--- src/trpe_pkg.sv ---
// Shared types, constants and helper functions of the touch report to pointer event block.
`default_nettype none
package trpe_pkg;

   localparam int unsigned RAW_W      = 16;
   localparam int unsigned POS_W      = 12;
   localparam int unsigned PROD_W     = RAW_W + POS_W;
   localparam int unsigned DIV_STEPS  = PROD_W;
   localparam int unsigned STEP_CNT_W = $clog2(DIV_STEPS);
   localparam int unsigned CSR_IDX_W  = 3;

   localparam int unsigned QUEUE_DEPTH_DEFAULT = 2;

   localparam logic [RAW_W-1:0] CMD_PRESSED  = 16'h01AA;
   localparam logic [RAW_W-1:0] CMD_RELEASED = 16'h00AA;

   localparam logic [RAW_W-1:0] ZERO_X_RESET    = 16'd140;
   localparam logic [RAW_W-1:0] ZERO_Y_RESET    = 16'd370;
   localparam logic [RAW_W-1:0] FULL_X_RESET    = 16'd3944;
   localparam logic [RAW_W-1:0] FULL_Y_RESET    = 16'd3907;
   localparam logic [POS_W-1:0] SPAN_X_RESET    = 12'd799;
   localparam logic [POS_W-1:0] SPAN_Y_RESET    = 12'd480;
   localparam logic [POS_W-1:0] DEAD_BAND_RESET = 12'd3;

   typedef enum logic [1:0] {
      EV_KIND_X    = 2'd0,
      EV_KIND_Y    = 2'd1,
      EV_KIND_SYNC = 2'd2,
      EV_KIND_BTN  = 2'd3
   } event_kind_type;

   typedef enum logic [1:0] {
      CMD_OTHER   = 2'd0,
      CMD_PRESS   = 2'd1,
      CMD_RELEASE = 2'd2
   } cmd_class_type;

   typedef enum logic [CSR_IDX_W-1:0] {
      REG_ZERO_X    = 3'd0,
      REG_ZERO_Y    = 3'd1,
      REG_FULL_X    = 3'd2,
      REG_FULL_Y    = 3'd3,
      REG_SPAN_X    = 3'd4,
      REG_SPAN_Y    = 3'd5,
      REG_DEAD_BAND = 3'd6
   } reg_index_type;

   typedef struct packed {
      logic [RAW_W-1:0] zero_x;
      logic [RAW_W-1:0] zero_y;
      logic [RAW_W-1:0] full_x;
      logic [RAW_W-1:0] full_y;
      logic [POS_W-1:0] span_out_x;
      logic [POS_W-1:0] span_out_y;
      logic [POS_W-1:0] dead_band;
   } cfg_type;

   typedef struct packed {
      cmd_class_type    cmd_class;
      logic [RAW_W-1:0] raw_x;
      logic [RAW_W-1:0] raw_y;
   } item_type;

   typedef struct packed {
      logic [RAW_W-1:0] raw;
      logic [RAW_W-1:0] zero;
      logic [RAW_W-1:0] full;
      logic [POS_W-1:0] span;
      logic [POS_W-1:0] held;
      logic [POS_W-1:0] dead_band;
   } axis_req_type;

   function automatic logic [RAW_W-1:0] swap16(input logic [RAW_W-1:0] word);
      return {word[7:0], word[15:8]};
   endfunction

endpackage
`default_nettype wire

--- src/trpe_req_if.sv ---
// Request channel carrying one touch report.
`default_nettype none
interface trpe_req_if;
   logic        valid;
   logic        ready;
   logic [15:0] cmd_word;
   logic [15:0] raw_x_word;
   logic [15:0] raw_y_word;

   modport source (output valid, output cmd_word, output raw_x_word, output raw_y_word,
                   input ready);
   modport sink   (input valid, input cmd_word, input raw_x_word, input raw_y_word,
                   output ready);
endinterface
`default_nettype wire

--- src/trpe_rsp_if.sv ---
// Response channel carrying one pointer event.
`default_nettype none
interface trpe_rsp_if;
   logic        valid;
   logic        ready;
   logic [1:0]  event_kind;
   logic [11:0] event_value;
   logic        last_event;

   modport source (output valid, output event_kind, output event_value, output last_event,
                   input ready);
   modport sink   (input valid, input event_kind, input event_value, input last_event,
                   output ready);
endinterface
`default_nettype wire

--- src/trpe_csr_if.sv ---
// Configuration write channel.
`default_nettype none
interface trpe_csr_if;
   logic        valid;
   logic        ready;
   logic [2:0]  index;
   logic [15:0] data;

   modport source (output valid, output index, output data, input ready);
   modport sink   (input valid, input index, input data, output ready);
endinterface
`default_nettype wire

--- src/trpe_front.sv ---
// Front end: takes a touch report, byte-swaps the coordinates and classifies the command.
`default_nettype none
module trpe_front (
   trpe_req_if.sink           req,
   output logic               push_valid,
   input  logic               push_ready,
   output trpe_pkg::item_type push_item
);

   trpe_pkg::cmd_class_type cmd_class;

   always_comb begin
      case (req.cmd_word)
         trpe_pkg::CMD_PRESSED:  cmd_class = trpe_pkg::CMD_PRESS;
         trpe_pkg::CMD_RELEASED: cmd_class = trpe_pkg::CMD_RELEASE;
         default:                cmd_class = trpe_pkg::CMD_OTHER;
      endcase
   end

   assign push_valid          = req.valid;
   assign req.ready           = push_ready;
   assign push_item.cmd_class = cmd_class;
   assign push_item.raw_x     = trpe_pkg::swap16(req.raw_x_word);
   assign push_item.raw_y     = trpe_pkg::swap16(req.raw_y_word);

endmodule
`default_nettype wire

--- src/trpe_queue.sv ---
// Small register queue between the front end and the back end.
`default_nettype none
module trpe_queue #(
   parameter int unsigned DEPTH = trpe_pkg::QUEUE_DEPTH_DEFAULT
) (
   input  logic               clock,
   input  logic               reset,
   input  logic               push_valid,
   output logic               push_ready,
   input  trpe_pkg::item_type push_item,
   output logic               pop_valid,
   input  logic               pop_ready,
   output trpe_pkg::item_type pop_item
);

   localparam int unsigned PTR_W = $clog2(DEPTH);
   localparam int unsigned CNT_W = $clog2(DEPTH + 1);

   trpe_pkg::item_type entry_ff [DEPTH];
   logic [PTR_W-1:0]   wr_ptr_ff, wr_ptr_in;
   logic [PTR_W-1:0]   rd_ptr_ff, rd_ptr_in;
   logic [CNT_W-1:0]   count_ff, count_in;
   logic               do_push, do_pop;

   assign push_ready = (count_ff != CNT_W'(DEPTH));
   assign pop_valid  = (count_ff != '0);
   assign pop_item   = entry_ff[rd_ptr_ff];
   assign do_push    = push_valid && push_ready;
   assign do_pop     = pop_valid && pop_ready;

   always_comb begin
      wr_ptr_in = wr_ptr_ff;
      rd_ptr_in = rd_ptr_ff;
      count_in  = count_ff;
      if (do_push) begin
         wr_ptr_in = (wr_ptr_ff == PTR_W'(DEPTH - 1)) ? '0 : wr_ptr_ff + 1'b1;
      end
      if (do_pop) begin
         rd_ptr_in = (rd_ptr_ff == PTR_W'(DEPTH - 1)) ? '0 : rd_ptr_ff + 1'b1;
      end
      if (do_push && !do_pop) begin
         count_in = count_ff + 1'b1;
      end else if (do_pop && !do_push) begin
         count_in = count_ff - 1'b1;
      end
   end

   always_ff @(posedge clock) begin
      if (reset) begin
         wr_ptr_ff <= '0;
         rd_ptr_ff <= '0;
         count_ff  <= '0;
      end else begin
         wr_ptr_ff <= wr_ptr_in;
         rd_ptr_ff <= rd_ptr_in;
         count_ff  <= count_in;
      end
   end

   always_ff @(posedge clock) begin
      if (do_push) begin
         entry_ff[wr_ptr_ff] <= push_item;
      end
   end

endmodule
`default_nettype wire

--- src/trpe_axis.sv ---
// One axis: offset removal, scaling by a multiply and a bit-serial divide, range and dead band.
`default_nettype none
module trpe_axis (
   input  logic                           clock,
   input  logic                           reset,
   input  logic                           start,
   input  trpe_pkg::axis_req_type         req,
   output logic                           done,
   output logic [trpe_pkg::POS_W-1:0]     result
);

   localparam int unsigned RAW_W  = trpe_pkg::RAW_W;
   localparam int unsigned POS_W  = trpe_pkg::POS_W;
   localparam int unsigned PROD_W = trpe_pkg::PROD_W;
   localparam int unsigned CNT_W  = trpe_pkg::STEP_CNT_W;

   typedef enum logic [3:0] {
      AX_IDLE = 4'b0001,
      AX_MUL  = 4'b0010,
      AX_DIV  = 4'b0100,
      AX_FIN  = 4'b1000
   } axis_state_type;

   axis_state_type    state_ff, state_in;
   logic [RAW_W-1:0]  diff_mag_ff, diff_mag_in;
   logic [RAW_W-1:0]  den_mag_ff, den_mag_in;
   logic              neg_ff, neg_in;
   logic              den_zero_ff, den_zero_in;
   logic [POS_W-1:0]  span_ff, span_in;
   logic [POS_W-1:0]  held_ff, held_in;
   logic [POS_W-1:0]  band_ff, band_in;
   logic [PROD_W-1:0] num_ff, num_in;
   logic [RAW_W-1:0]  rem_ff, rem_in;
   logic [CNT_W-1:0]  cnt_ff, cnt_in;

   logic [RAW_W:0]    diff, den, rem_sh, rem_sub;
   logic              rem_ge;
   logic [PROD_W-1:0] product;
   logic [POS_W-1:0]  quo_low, delta;
   logic              positive, in_range, take;

   assign diff    = {1'b0, req.raw} - {1'b0, req.zero};
   assign den     = {1'b0, req.full} - {1'b0, req.zero};
   assign product = diff_mag_ff * span_ff;

   // One quotient bit per cycle: the numerator register shifts left and takes the quotient bits.
   assign rem_sh  = {rem_ff, num_ff[PROD_W-1]};
   assign rem_ge  = (rem_sh >= {1'b0, den_mag_ff});
   assign rem_sub = rem_sh - {1'b0, den_mag_ff};

   // Quotient sign comes from the operand signs; a zero magnitude is never above zero.
   assign positive = !neg_ff && (num_ff != '0);
   assign in_range = (num_ff <= PROD_W'(span_ff));
   assign quo_low  = num_ff[POS_W-1:0];
   assign delta    = (quo_low >= held_ff) ? (quo_low - held_ff) : (held_ff - quo_low);
   assign take     = !den_zero_ff && positive && in_range && (delta >= band_ff);

   assign done   = (state_ff == AX_FIN);
   assign result = take ? quo_low : held_ff;

   always_comb begin
      state_in    = state_ff;
      diff_mag_in = diff_mag_ff;
      den_mag_in  = den_mag_ff;
      neg_in      = neg_ff;
      den_zero_in = den_zero_ff;
      span_in     = span_ff;
      held_in     = held_ff;
      band_in     = band_ff;
      num_in      = num_ff;
      rem_in      = rem_ff;
      cnt_in      = cnt_ff;
      case (state_ff)
         AX_IDLE: begin
            if (start) begin
               diff_mag_in = diff[RAW_W] ? RAW_W'(-diff) : diff[RAW_W-1:0];
               den_mag_in  = den[RAW_W] ? RAW_W'(-den) : den[RAW_W-1:0];
               neg_in      = diff[RAW_W] ^ den[RAW_W];
               den_zero_in = (den == '0);
               span_in     = req.span;
               held_in     = req.held;
               band_in     = req.dead_band;
               state_in    = AX_MUL;
            end
         end
         AX_MUL: begin
            num_in   = product;
            rem_in   = '0;
            cnt_in   = '0;
            state_in = AX_DIV;
         end
         AX_DIV: begin
            num_in = {num_ff[PROD_W-2:0], rem_ge};
            rem_in = rem_ge ? rem_sub[RAW_W-1:0] : rem_sh[RAW_W-1:0];
            cnt_in = cnt_ff + 1'b1;
            if (cnt_ff == CNT_W'(trpe_pkg::DIV_STEPS - 1)) begin
               state_in = AX_FIN;
            end
         end
         AX_FIN: begin
            state_in = AX_IDLE;
         end
         default: begin
            state_in = AX_IDLE;
         end
      endcase
   end

   always_ff @(posedge clock) begin
      if (reset) begin
         state_ff <= AX_IDLE;
      end else begin
         state_ff <= state_in;
      end
   end

   always_ff @(posedge clock) begin
      diff_mag_ff <= diff_mag_in;
      den_mag_ff  <= den_mag_in;
      neg_ff      <= neg_in;
      den_zero_ff <= den_zero_in;
      span_ff     <= span_in;
      held_ff     <= held_in;
      band_ff     <= band_in;
      num_ff      <= num_in;
      rem_ff      <= rem_in;
      cnt_ff      <= cnt_in;
   end

endmodule
`default_nettype wire

--- src/trpe_back.sv ---
// Back end: runs both axes, keeps position and button state, and sends out the event list.
`default_nettype none
module trpe_back (
   input  logic               clock,
   input  logic               reset,
   input  trpe_pkg::cfg_type  cfg,
   input  logic               pop_valid,
   output logic               pop_ready,
   input  trpe_pkg::item_type pop_item,
   trpe_rsp_if.source         rsp
);

   localparam int unsigned POS_W = trpe_pkg::POS_W;

   typedef enum logic [2:0] {
      BK_IDLE = 3'b001,
      BK_CALC = 3'b010,
      BK_EMIT = 3'b100
   } back_state_type;

   typedef enum logic [4:0] {
      ST_X    = 5'b00001,
      ST_Y    = 5'b00010,
      ST_SYNC = 5'b00100,
      ST_BTN  = 5'b01000,
      ST_LAST = 5'b10000
   } step_type;

   back_state_type          state_ff, state_in;
   step_type                step_ff, step_in;
   logic [POS_W-1:0]        pos_x_ff, pos_x_in;
   logic [POS_W-1:0]        pos_y_ff, pos_y_in;
   logic                    latch_ff, latch_in;
   logic                    btn_emit_ff, btn_emit_in;
   logic                    btn_value_ff, btn_value_in;
   trpe_pkg::cmd_class_type cls_ff, cls_in;
   logic                    rsp_valid_ff, rsp_valid_in;
   logic [1:0]              rsp_kind_ff, rsp_kind_in;
   logic [POS_W-1:0]        rsp_value_ff, rsp_value_in;
   logic                    rsp_last_ff, rsp_last_in;

   logic                    start, out_free;
   trpe_pkg::axis_req_type  x_req, y_req;
   logic                    x_done, y_done;
   logic [POS_W-1:0]        x_result, y_result;

   assign x_req.raw       = pop_item.raw_x;
   assign x_req.zero      = cfg.zero_x;
   assign x_req.full      = cfg.full_x;
   assign x_req.span      = cfg.span_out_x;
   assign x_req.held      = pos_x_ff;
   assign x_req.dead_band = cfg.dead_band;

   assign y_req.raw       = pop_item.raw_y;
   assign y_req.zero      = cfg.zero_y;
   assign y_req.full      = cfg.full_y;
   assign y_req.span      = cfg.span_out_y;
   assign y_req.held      = pos_y_ff;
   assign y_req.dead_band = cfg.dead_band;

   trpe_axis u_axis_x (
      .clock  (clock),
      .reset  (reset),
      .start  (start),
      .req    (x_req),
      .done   (x_done),
      .result (x_result)
   );

   trpe_axis u_axis_y (
      .clock  (clock),
      .reset  (reset),
      .start  (start),
      .req    (y_req),
      .done   (y_done),
      .result (y_result)
   );

   assign pop_ready = (state_ff == BK_IDLE);
   assign start     = pop_ready && pop_valid;
   assign out_free  = !rsp_valid_ff || rsp.ready;

   assign rsp.valid       = rsp_valid_ff;
   assign rsp.event_kind  = rsp_kind_ff;
   assign rsp.event_value = rsp_value_ff;
   assign rsp.last_event  = rsp_last_ff;

   always_comb begin
      state_in     = state_ff;
      step_in      = step_ff;
      pos_x_in     = pos_x_ff;
      pos_y_in     = pos_y_ff;
      latch_in     = latch_ff;
      btn_emit_in  = btn_emit_ff;
      btn_value_in = btn_value_ff;
      cls_in       = cls_ff;
      rsp_valid_in = rsp_valid_ff && !rsp.ready;
      rsp_kind_in  = rsp_kind_ff;
      rsp_value_in = rsp_value_ff;
      rsp_last_in  = rsp_last_ff;
      case (state_ff)
         BK_IDLE: begin
            if (start) begin
               cls_in   = pop_item.cmd_class;
               state_in = BK_CALC;
            end
         end
         BK_CALC: begin
            // Both axes run the same number of cycles, so they finish together.
            if (x_done && y_done) begin
               pos_x_in    = x_result;
               pos_y_in    = y_result;
               step_in     = ((x_result != '0) && (y_result != '0)) ? ST_X : ST_SYNC;
               btn_emit_in = 1'b0;
               btn_value_in = 1'b0;
               case (cls_ff)
                  trpe_pkg::CMD_PRESS: begin
                     if (!latch_ff) begin
                        latch_in     = 1'b1;
                        btn_emit_in  = 1'b1;
                        btn_value_in = 1'b1;
                     end
                  end
                  trpe_pkg::CMD_RELEASE: begin
                     latch_in    = 1'b0;
                     btn_emit_in = 1'b1;
                  end
                  default: begin
                     btn_emit_in = 1'b0;
                  end
               endcase
               state_in = BK_EMIT;
            end
         end
         BK_EMIT: begin
            if (out_free) begin
               rsp_valid_in = 1'b1;
               rsp_last_in  = 1'b0;
               rsp_value_in = '0;
               case (step_ff)
                  ST_X: begin
                     rsp_kind_in  = trpe_pkg::EV_KIND_X;
                     rsp_value_in = pos_x_ff;
                     step_in      = ST_Y;
                  end
                  ST_Y: begin
                     rsp_kind_in  = trpe_pkg::EV_KIND_Y;
                     rsp_value_in = pos_y_ff;
                     step_in      = ST_SYNC;
                  end
                  ST_SYNC: begin
                     rsp_kind_in = trpe_pkg::EV_KIND_SYNC;
                     step_in     = btn_emit_ff ? ST_BTN : ST_LAST;
                  end
                  ST_BTN: begin
                     rsp_kind_in  = trpe_pkg::EV_KIND_BTN;
                     rsp_value_in = POS_W'(btn_value_ff);
                     step_in      = ST_LAST;
                  end
                  ST_LAST: begin
                     rsp_kind_in = trpe_pkg::EV_KIND_SYNC;
                     rsp_last_in = 1'b1;
                     state_in    = BK_IDLE;
                  end
                  default: begin
                     rsp_valid_in = 1'b0;
                     state_in     = BK_IDLE;
                  end
               endcase
            end
         end
         default: begin
            state_in = BK_IDLE;
         end
      endcase
   end

   always_ff @(posedge clock) begin
      if (reset) begin
         state_ff     <= BK_IDLE;
         step_ff      <= ST_SYNC;
         pos_x_ff     <= '0;
         pos_y_ff     <= '0;
         latch_ff     <= 1'b0;
         rsp_valid_ff <= 1'b0;
      end else begin
         state_ff     <= state_in;
         step_ff      <= step_in;
         pos_x_ff     <= pos_x_in;
         pos_y_ff     <= pos_y_in;
         latch_ff     <= latch_in;
         rsp_valid_ff <= rsp_valid_in;
      end
   end

   always_ff @(posedge clock) begin
      btn_emit_ff  <= btn_emit_in;
      btn_value_ff <= btn_value_in;
      cls_ff       <= cls_in;
      rsp_kind_ff  <= rsp_kind_in;
      rsp_value_ff <= rsp_value_in;
      rsp_last_ff  <= rsp_last_in;
   end

endmodule
`default_nettype wire

--- src/touch_report_to_pointer_events.sv ---
// Top level: configuration registers, front end, request queue and back end.
`default_nettype none
// Turns touch reports into pointer events. Each request carries a command word and two
// byte-swapped raw coordinates; each axis is offset, scaled to its output span with a
// truncating signed divide, range checked and filtered by the dead band, and the request
// then yields two to five events (optional X and Y, sync, optional button, final sync
// marked last_event). In the back end a request is dispatched, multiplied, divided in
// the bit-serial divider each axis owns, settled into the position, and its events are
// sent one by one as the output takes them. A queue of QUEUE_DEPTH requests in front
// lets new reports be taken while events are still going out. Configuration is written
// through the csr channel, by the user only while idle; the block does not enforce this.
module touch_report_to_pointer_events #(
   parameter int unsigned QUEUE_DEPTH = trpe_pkg::QUEUE_DEPTH_DEFAULT
) (
   input  logic       clock,
   input  logic       reset,
   trpe_req_if.sink   req_ch,
   trpe_rsp_if.source rsp_ch,
   trpe_csr_if.sink   csr_ch
);

   trpe_pkg::cfg_type  cfg_ff, cfg_in;
   logic               push_valid, push_ready, pop_valid, pop_ready;
   trpe_pkg::item_type push_item, pop_item;

   assign csr_ch.ready = 1'b1;

   always_comb begin
      cfg_in = cfg_ff;
      if (csr_ch.valid) begin
         case (trpe_pkg::reg_index_type'(csr_ch.index))
            trpe_pkg::REG_ZERO_X:    cfg_in.zero_x     = csr_ch.data;
            trpe_pkg::REG_ZERO_Y:    cfg_in.zero_y     = csr_ch.data;
            trpe_pkg::REG_FULL_X:    cfg_in.full_x     = csr_ch.data;
            trpe_pkg::REG_FULL_Y:    cfg_in.full_y     = csr_ch.data;
            trpe_pkg::REG_SPAN_X:    cfg_in.span_out_x = csr_ch.data[trpe_pkg::POS_W-1:0];
            trpe_pkg::REG_SPAN_Y:    cfg_in.span_out_y = csr_ch.data[trpe_pkg::POS_W-1:0];
            trpe_pkg::REG_DEAD_BAND: cfg_in.dead_band  = csr_ch.data[trpe_pkg::POS_W-1:0];
            default:                 cfg_in = cfg_ff;
         endcase
      end
   end

   always_ff @(posedge clock) begin
      if (reset) begin
         cfg_ff.zero_x     <= trpe_pkg::ZERO_X_RESET;
         cfg_ff.zero_y     <= trpe_pkg::ZERO_Y_RESET;
         cfg_ff.full_x     <= trpe_pkg::FULL_X_RESET;
         cfg_ff.full_y     <= trpe_pkg::FULL_Y_RESET;
         cfg_ff.span_out_x <= trpe_pkg::SPAN_X_RESET;
         cfg_ff.span_out_y <= trpe_pkg::SPAN_Y_RESET;
         cfg_ff.dead_band  <= trpe_pkg::DEAD_BAND_RESET;
      end else begin
         cfg_ff <= cfg_in;
      end
   end

   trpe_front u_front (
      .req        (req_ch),
      .push_valid (push_valid),
      .push_ready (push_ready),
      .push_item  (push_item)
   );

   trpe_queue #(
      .DEPTH (QUEUE_DEPTH)
   ) u_queue (
      .clock      (clock),
      .reset      (reset),
      .push_valid (push_valid),
      .push_ready (push_ready),
      .push_item  (push_item),
      .pop_valid  (pop_valid),
      .pop_ready  (pop_ready),
      .pop_item   (pop_item)
   );

   trpe_back u_back (
      .clock     (clock),
      .reset     (reset),
      .cfg       (cfg_ff),
      .pop_valid (pop_valid),
      .pop_ready (pop_ready),
      .pop_item  (pop_item),
      .rsp       (rsp_ch)
   );

   // Only the closing sync of a request is marked last.
   a_last_is_sync: assert property (@(posedge clock) disable iff (reset)
      rsp_ch.valid && rsp_ch.last_event |-> rsp_ch.event_kind == trpe_pkg::EV_KIND_SYNC)
      else $error("last_event set on an event that is not a sync");

   // A button event carries only a pressed or released flag.
   a_button_value: assert property (@(posedge clock) disable iff (reset)
      rsp_ch.valid && rsp_ch.event_kind == trpe_pkg::EV_KIND_BTN
      |-> rsp_ch.event_value[trpe_pkg::POS_W-1:1] == '0)
      else $error("button event value is neither 0 nor 1");

   // Once an X event is taken, the Y event follows right behind it.
   a_x_then_y: assert property (@(posedge clock) disable iff (reset)
      rsp_ch.valid && rsp_ch.ready && rsp_ch.event_kind == trpe_pkg::EV_KIND_X
      |=> rsp_ch.valid && rsp_ch.event_kind == trpe_pkg::EV_KIND_Y)
      else $error("X event not followed by a Y event");

endmodule
`default_nettype wire
--- src/flat_wrapper.sv ---
// flat-port wrapper written by rule: the top's interface ports become plain ports
module touch_report_to_pointer_events_flat 
#(
   parameter int unsigned QUEUE_DEPTH = trpe_pkg::QUEUE_DEPTH_DEFAULT
)
  (clock, reset, req_ch_valid, req_ch_cmd_word, req_ch_raw_x_word, req_ch_raw_y_word, req_ch_ready, rsp_ch_valid, rsp_ch_event_kind, rsp_ch_event_value, rsp_ch_last_event, rsp_ch_ready, csr_ch_valid, csr_ch_index, csr_ch_data, csr_ch_ready);
  trpe_req_if req_ch_i ();
  trpe_rsp_if rsp_ch_i ();
  trpe_csr_if csr_ch_i ();
  input  logic clock;
  input  logic reset;
  input wire logic [$bits(req_ch_i.valid)-1:0] req_ch_valid;
  input wire logic [$bits(req_ch_i.cmd_word)-1:0] req_ch_cmd_word;
  input wire logic [$bits(req_ch_i.raw_x_word)-1:0] req_ch_raw_x_word;
  input wire logic [$bits(req_ch_i.raw_y_word)-1:0] req_ch_raw_y_word;
  output wire logic [$bits(req_ch_i.ready)-1:0] req_ch_ready;
  output wire logic [$bits(rsp_ch_i.valid)-1:0] rsp_ch_valid;
  output wire logic [$bits(rsp_ch_i.event_kind)-1:0] rsp_ch_event_kind;
  output wire logic [$bits(rsp_ch_i.event_value)-1:0] rsp_ch_event_value;
  output wire logic [$bits(rsp_ch_i.last_event)-1:0] rsp_ch_last_event;
  input wire logic [$bits(rsp_ch_i.ready)-1:0] rsp_ch_ready;
  input wire logic [$bits(csr_ch_i.valid)-1:0] csr_ch_valid;
  input wire logic [$bits(csr_ch_i.index)-1:0] csr_ch_index;
  input wire logic [$bits(csr_ch_i.data)-1:0] csr_ch_data;
  output wire logic [$bits(csr_ch_i.ready)-1:0] csr_ch_ready;
  assign req_ch_i.valid = req_ch_valid;
  assign req_ch_i.cmd_word = req_ch_cmd_word;
  assign req_ch_i.raw_x_word = req_ch_raw_x_word;
  assign req_ch_i.raw_y_word = req_ch_raw_y_word;
  assign req_ch_ready = req_ch_i.ready;
  assign rsp_ch_valid = rsp_ch_i.valid;
  assign rsp_ch_event_kind = rsp_ch_i.event_kind;
  assign rsp_ch_event_value = rsp_ch_i.event_value;
  assign rsp_ch_last_event = rsp_ch_i.last_event;
  assign rsp_ch_i.ready = rsp_ch_ready;
  assign csr_ch_i.valid = csr_ch_valid;
  assign csr_ch_i.index = csr_ch_index;
  assign csr_ch_i.data = csr_ch_data;
  assign csr_ch_ready = csr_ch_i.ready;
  touch_report_to_pointer_events #(.QUEUE_DEPTH(QUEUE_DEPTH)) u_core (.clock(clock), .reset(reset), .req_ch(req_ch_i), .rsp_ch(rsp_ch_i), .csr_ch(csr_ch_i));
endmodule
--- config.mk ---
export PLATFORM = sky130hd
export DESIGN_NAME = touch_report_to_pointer_events_flat
export DESIGN_NICKNAME = d
export VERILOG_FILES = /design/src/trpe_pkg.sv /design/src/trpe_req_if.sv /design/src/trpe_rsp_if.sv /design/src/trpe_csr_if.sv /design/src/trpe_front.sv /design/src/trpe_queue.sv /design/src/trpe_axis.sv /design/src/trpe_back.sv /design/src/touch_report_to_pointer_events.sv /design/src/flat_wrapper.sv
export SDC_FILE = /design/constraint.sdc
export NUM_CORES = 2
export LEC_CHECK = 0
export BUFFER_PORTS_ARGS = -buffer_cell sky130_fd_sc_hd__clkbuf_2
export CAP_MARGIN = 25
export CORE_MARGIN = 2
export CORE_UTILIZATION = 60
export CTS_CLUSTER_SIZE = 8
export DETAILED_ROUTE_END_ITERATION = 10
export HOLD_SLACK_MARGIN = 0.1
export PLACE_DENSITY = 0.77
export SETUP_SLACK_MARGIN = 0.2
export SLEW_MARGIN = 20
export SYNTH_ARGS = -nofsm -noshare
export SYNTH_HDL_FRONTEND = slang
export SYNTH_HIERARCHICAL = 1
export SYNTH_SLANG_ARGS = --single-unit
export TNS_END_PERCENT = 30
--- constraint.sdc ---
create_clock -name clock -period 7.8 [get_ports clock]
set_input_delay 1.17 -clock clock [delete_from_list [all_inputs] [get_ports clock]]
set_output_delay 1.17 -clock clock [all_outputs]
set_load 0.01 [all_outputs]
==> impl_results.md <==
* Async SR Flop Fraction at 0%
* WL/cell at 18.1 microns
* Hold Crit Class: flop to flop
* Cell Chain, Critical Path: nand2_1, fa_1, fa_1, inv_1, fa_1, fa_1, inv_1, fa_1, inv_1, ha_1, a211o_1, o32ai_1, o21ai_1, o31ai_2, o311ai_0, a31oi_1, xor2_1, o21ai_0
* EDFF count, synth at 325
* P&R area growth vs syn at 7.25%
* Fin Hold WS at ~430 ps
* CP Data Arrival Time at 6870 ps
* Warnings from Yosys at 6
* CTS tree: done
* First-pass GRT wire length at 147000 microns
* Avg Vias per Cell at approximately 5.7
* Flops & latches, synth at 472
* Initial DRT Pass Iterations at 6
* Seq. cell area at 12700 sq um
* Post-CTS Setup Inserts at 0
* Worst hold path depth at 0
* Utilization after layout at 64.7%
* Met2 Use GR at around 44%
* Clock tree buffer depth at 3
* Fmax at 153 MHz
* Syn Inst Count at 4094
* Count of cell types in the netlist at 97
* GPL Wtd Cong at between 0.8 and 0.9
* Crit path required time at approximately 8000 ps
* Share of cells above drive strength 1 at between 7 and 8%
* Num CTS Buffers at 69
* Via Count at 28700
* Die Width at between 200 and 300 microns
* Reg2reg setup slack at between 1000 and 1500 ps
* Hold path startpoint: u_core/cfg_ff[29]
* Num Clock Sinks at 472
* Status: finished clean
* Diodes inserted at 0
* Hold path endpoint: u_core/u_back/u_axis_x/span_ff[5]
* Mean post-synth cell area at 9.66 sq um
* CTS root buffer: clkbuf_16
* GRT Resource Usage Total at 27.3%
* Slowest cell on crit path: edfxtp_1
* Reg-to-reg endpoint: u_core/u_back/u_axis_x/num_ff[26]
* Setup violators final at 0
* IO buf count at 88
* Main flop type after synthesis: edfxtp_1
* Total negative setup slack at 0 ps
* Pin count of the biggest net entering global routing at between 80 and 90
* Die area at 68000 sq um
* RSZ-0062 raised after global routing: false
* Reg2Reg Depth at 18
* Initial antenna violation count at 1
* Startpoint Class: flop
* Area of the multi-input gates at 23700 sq um
* WS Path Type: flop to flop
* Worst rel slew slack at a little under a third
* Post-Syn Nets at 4787
* Row Count at 94
* Die H at 261 microns
* Final Cycle Share at 83.7%
* Post-synthesis sequential area ratio at 32.1%
* Worst-Skew Late Latency at 620 ps
* Detailed Route WL at 90500 microns
* Max-slew violation count at 0
* Vias in the first global route at approximately 28000
* CP most frequent cell: fa_1
* Min cycle time layout at 6530 ps
* Cts hold-fix bufs at 0
* Max stage delay on crit path at around 760 ps
* Crit. End Element: flop
* Cell area after synthesis at 39500 sq um
* Layout net count at 4772
* Initial core utilization at 60.3%
* GRT overflow at 0
* Hpwl dp at 67800 microns
* Fin cells at 4994
* H-tree Lvls at 3
* Least-Margin Pin Slew at 1030 ps
* Final antenna-violating net count at 0
* Filler instances at 5106
* DRC at 0
* Initial DRC count at 2159
* Core area at ~66000 sq um
* Worst Skew at about 24 ps
* Met1 Use GR at a little under two fifths
* M3 GR Usage at 4.68%
* Number of top-level pins at 90
* Cell Count Post-Placement at a little under 5000
* Clock transition at path regs at 50 ps
* Most used routing layer: met2
* # resized after CTS at 0
* Max Cap Viol at 0
* Final hold violation count at 0
* Reg2Reg Launch Point: u_core/u_back/u_axis_x/span_ff[5]
* CP max FO at 17
[flip-flops by register name, summed over array words and instances (netlist names), 16 cells and up, named ones only]
signal / count
u_core/u_queue/entry_ff: 68
u_core/u_back/u_axis_x/rem_ff: 16
u_core/u_back/u_axis_x/den_mag_ff: 16
u_core/u_back/u_axis_y/rem_ff: 16
u_core/cfg_ff: 100
u_core/u_back/u_axis_y/num_ff: 28
u_core/u_back/u_axis_x/num_ff: 28
u_core/u_back/u_axis_x/diff_mag_ff: 16
u_core/u_back/u_axis_y/den_mag_ff: 16
u_core/u_back/u_axis_y/diff_mag_ff: 16
[cells by family after synthesis]
logic type / count (synthesis) / synth area share (%)
buf+inv: 777 / 7.94
flops: 472 / 32.1
fa+ha+maj: 621 / 25.2
mux: 199 / 5.17
compound gates: 624 / 10.1
other cells: 1 / 0.00949
xor+xnor: 203 / 4.50
simple gates: 1197 / 15.0
[final cells by class]
class | instances | share of cell area, %
multi-input combinational | 2845 | 56.0
sequential | 472 | 30.0
inverter | 580 | 5.13
clock buffer | 116 | 4.61
tap | 864 | 2.55
timing repair buffer | 111 | 1.51
clock inverter | 6 | 0.236
[per-layer routing]
metal,up-vias,wire length [microns]
met5,-,13
met4,2,2740
met3,176,6650
met2,993,41800
met1,13900,39300
li1,13600,-
[worst max-delay path, delay by kind of cell (launching register included)]
family | cells | cell delay (ps)
flip-flops | 1 | 760
AO/OA/AOI/OAI | 7 | 2070
buffers and inverters | 3 | 140
adder cells (fa/ha/maj) | 6 | 2950
XOR/XNOR | 1 | 150
AND/OR/NAND/NOR | 1 | 170
[synthesized netlist by cell type (all sizes together), types with 17 or more instances]
| cell | n | area [sq um] |
|---|---|---|
| inv | 580 | 2180 |
| nand2b | 118 | 746 |
| clkbuf | 127 | 479 |
| o21a | 32 | 240 |
| o211ai | 17 | 128 |
| buf | 69 | 474 |
| fa | 290 | 5810 |
| nor3 | 58 | 300 |
| or3 | 21 | 134 |
| xor2 | 76 | 666 |
| a21oi | 202 | 1010 |
| nand4 | 25 | 156 |
| a211oi | 30 | 240 |
| dfxtp | 147 | 2940 |
| nor4 | 26 | 163 |
| mux2 | 40 | 450 |
| mux2i | 159 | 1590 |
| a21o | 70 | 529 |
| nor2b | 33 | 206 |
| nand2 | 419 | 1570 |
| xnor2 | 127 | 1110 |
| a31oi | 20 | 140 |
| nand3 | 41 | 205 |
| o21ai | 140 | 719 |
| edfxtp | 325 | 9760 |
| ha | 331 | 4140 |
| and2 | 145 | 910 |
| nor2 | 231 | 867 |
[cell usage in the layout, fill, tap and decap left out, types with 76 or more instances in the layout]
cell type / netlist / routed
ha_1: 331 / 331
and2_1: 143 / 143
xnor2_1: 127 / 127
nand2b_1: 117 / 117
xor2_1: 76 / 76
clkbuf_2: 2 / 87
edfxtp_1: 325 / 325
inv_1: 579 / 579
nand2_1: 419 / 419
fa_1: 290 / 290
mux2i_1: 159 / 159
a21oi_1: 202 / 202
dfxtp_1: 147 / 147
o21ai_0: 129 / 128
nor2_1: 231 / 228
[worst max-delay path by stage]
stage / slack (ps) / endpoint / cells past startpoint / start
detailed placement: 1290 / u_core/u_back/u_axis_x/num_ff[26] / 19 / u_core/u_back/u_axis_x/span_ff[7]
floorplan: 1820 / u_core/u_back/u_axis_x/num_ff[26] / 21 / u_core/u_back/u_axis_x/span_ff[5]
global placement: 1450 / u_core/u_back/u_axis_x/num_ff[26] / 19 / u_core/u_back/u_axis_x/span_ff[7]
finish: 1270 / u_core/u_back/u_axis_x/num_ff[26] / 18 / u_core/u_back/u_axis_x/span_ff[5]
global route: 930 / u_core/u_back/u_axis_x/num_ff[26] / 18 / u_core/u_back/u_axis_x/span_ff[5]
CTS: 1300 / u_core/u_back/u_axis_x/num_ff[26] / 19 / u_core/u_back/u_axis_x/span_ff[7]
[stage by stage]
stage / setup slack, ps / area [sq um]
after floorplan: 1820 / 39500
after global placement: 1450 / 40300
after global routing: 931 / 42400
after CTS: 1300 / 42400
final: 1270 / 42400
after detailed placement: 1290 / 40300
Power is not shown: default switching activity piles up to over one toggle a cycle in this logic, so the estimate is an artifact.
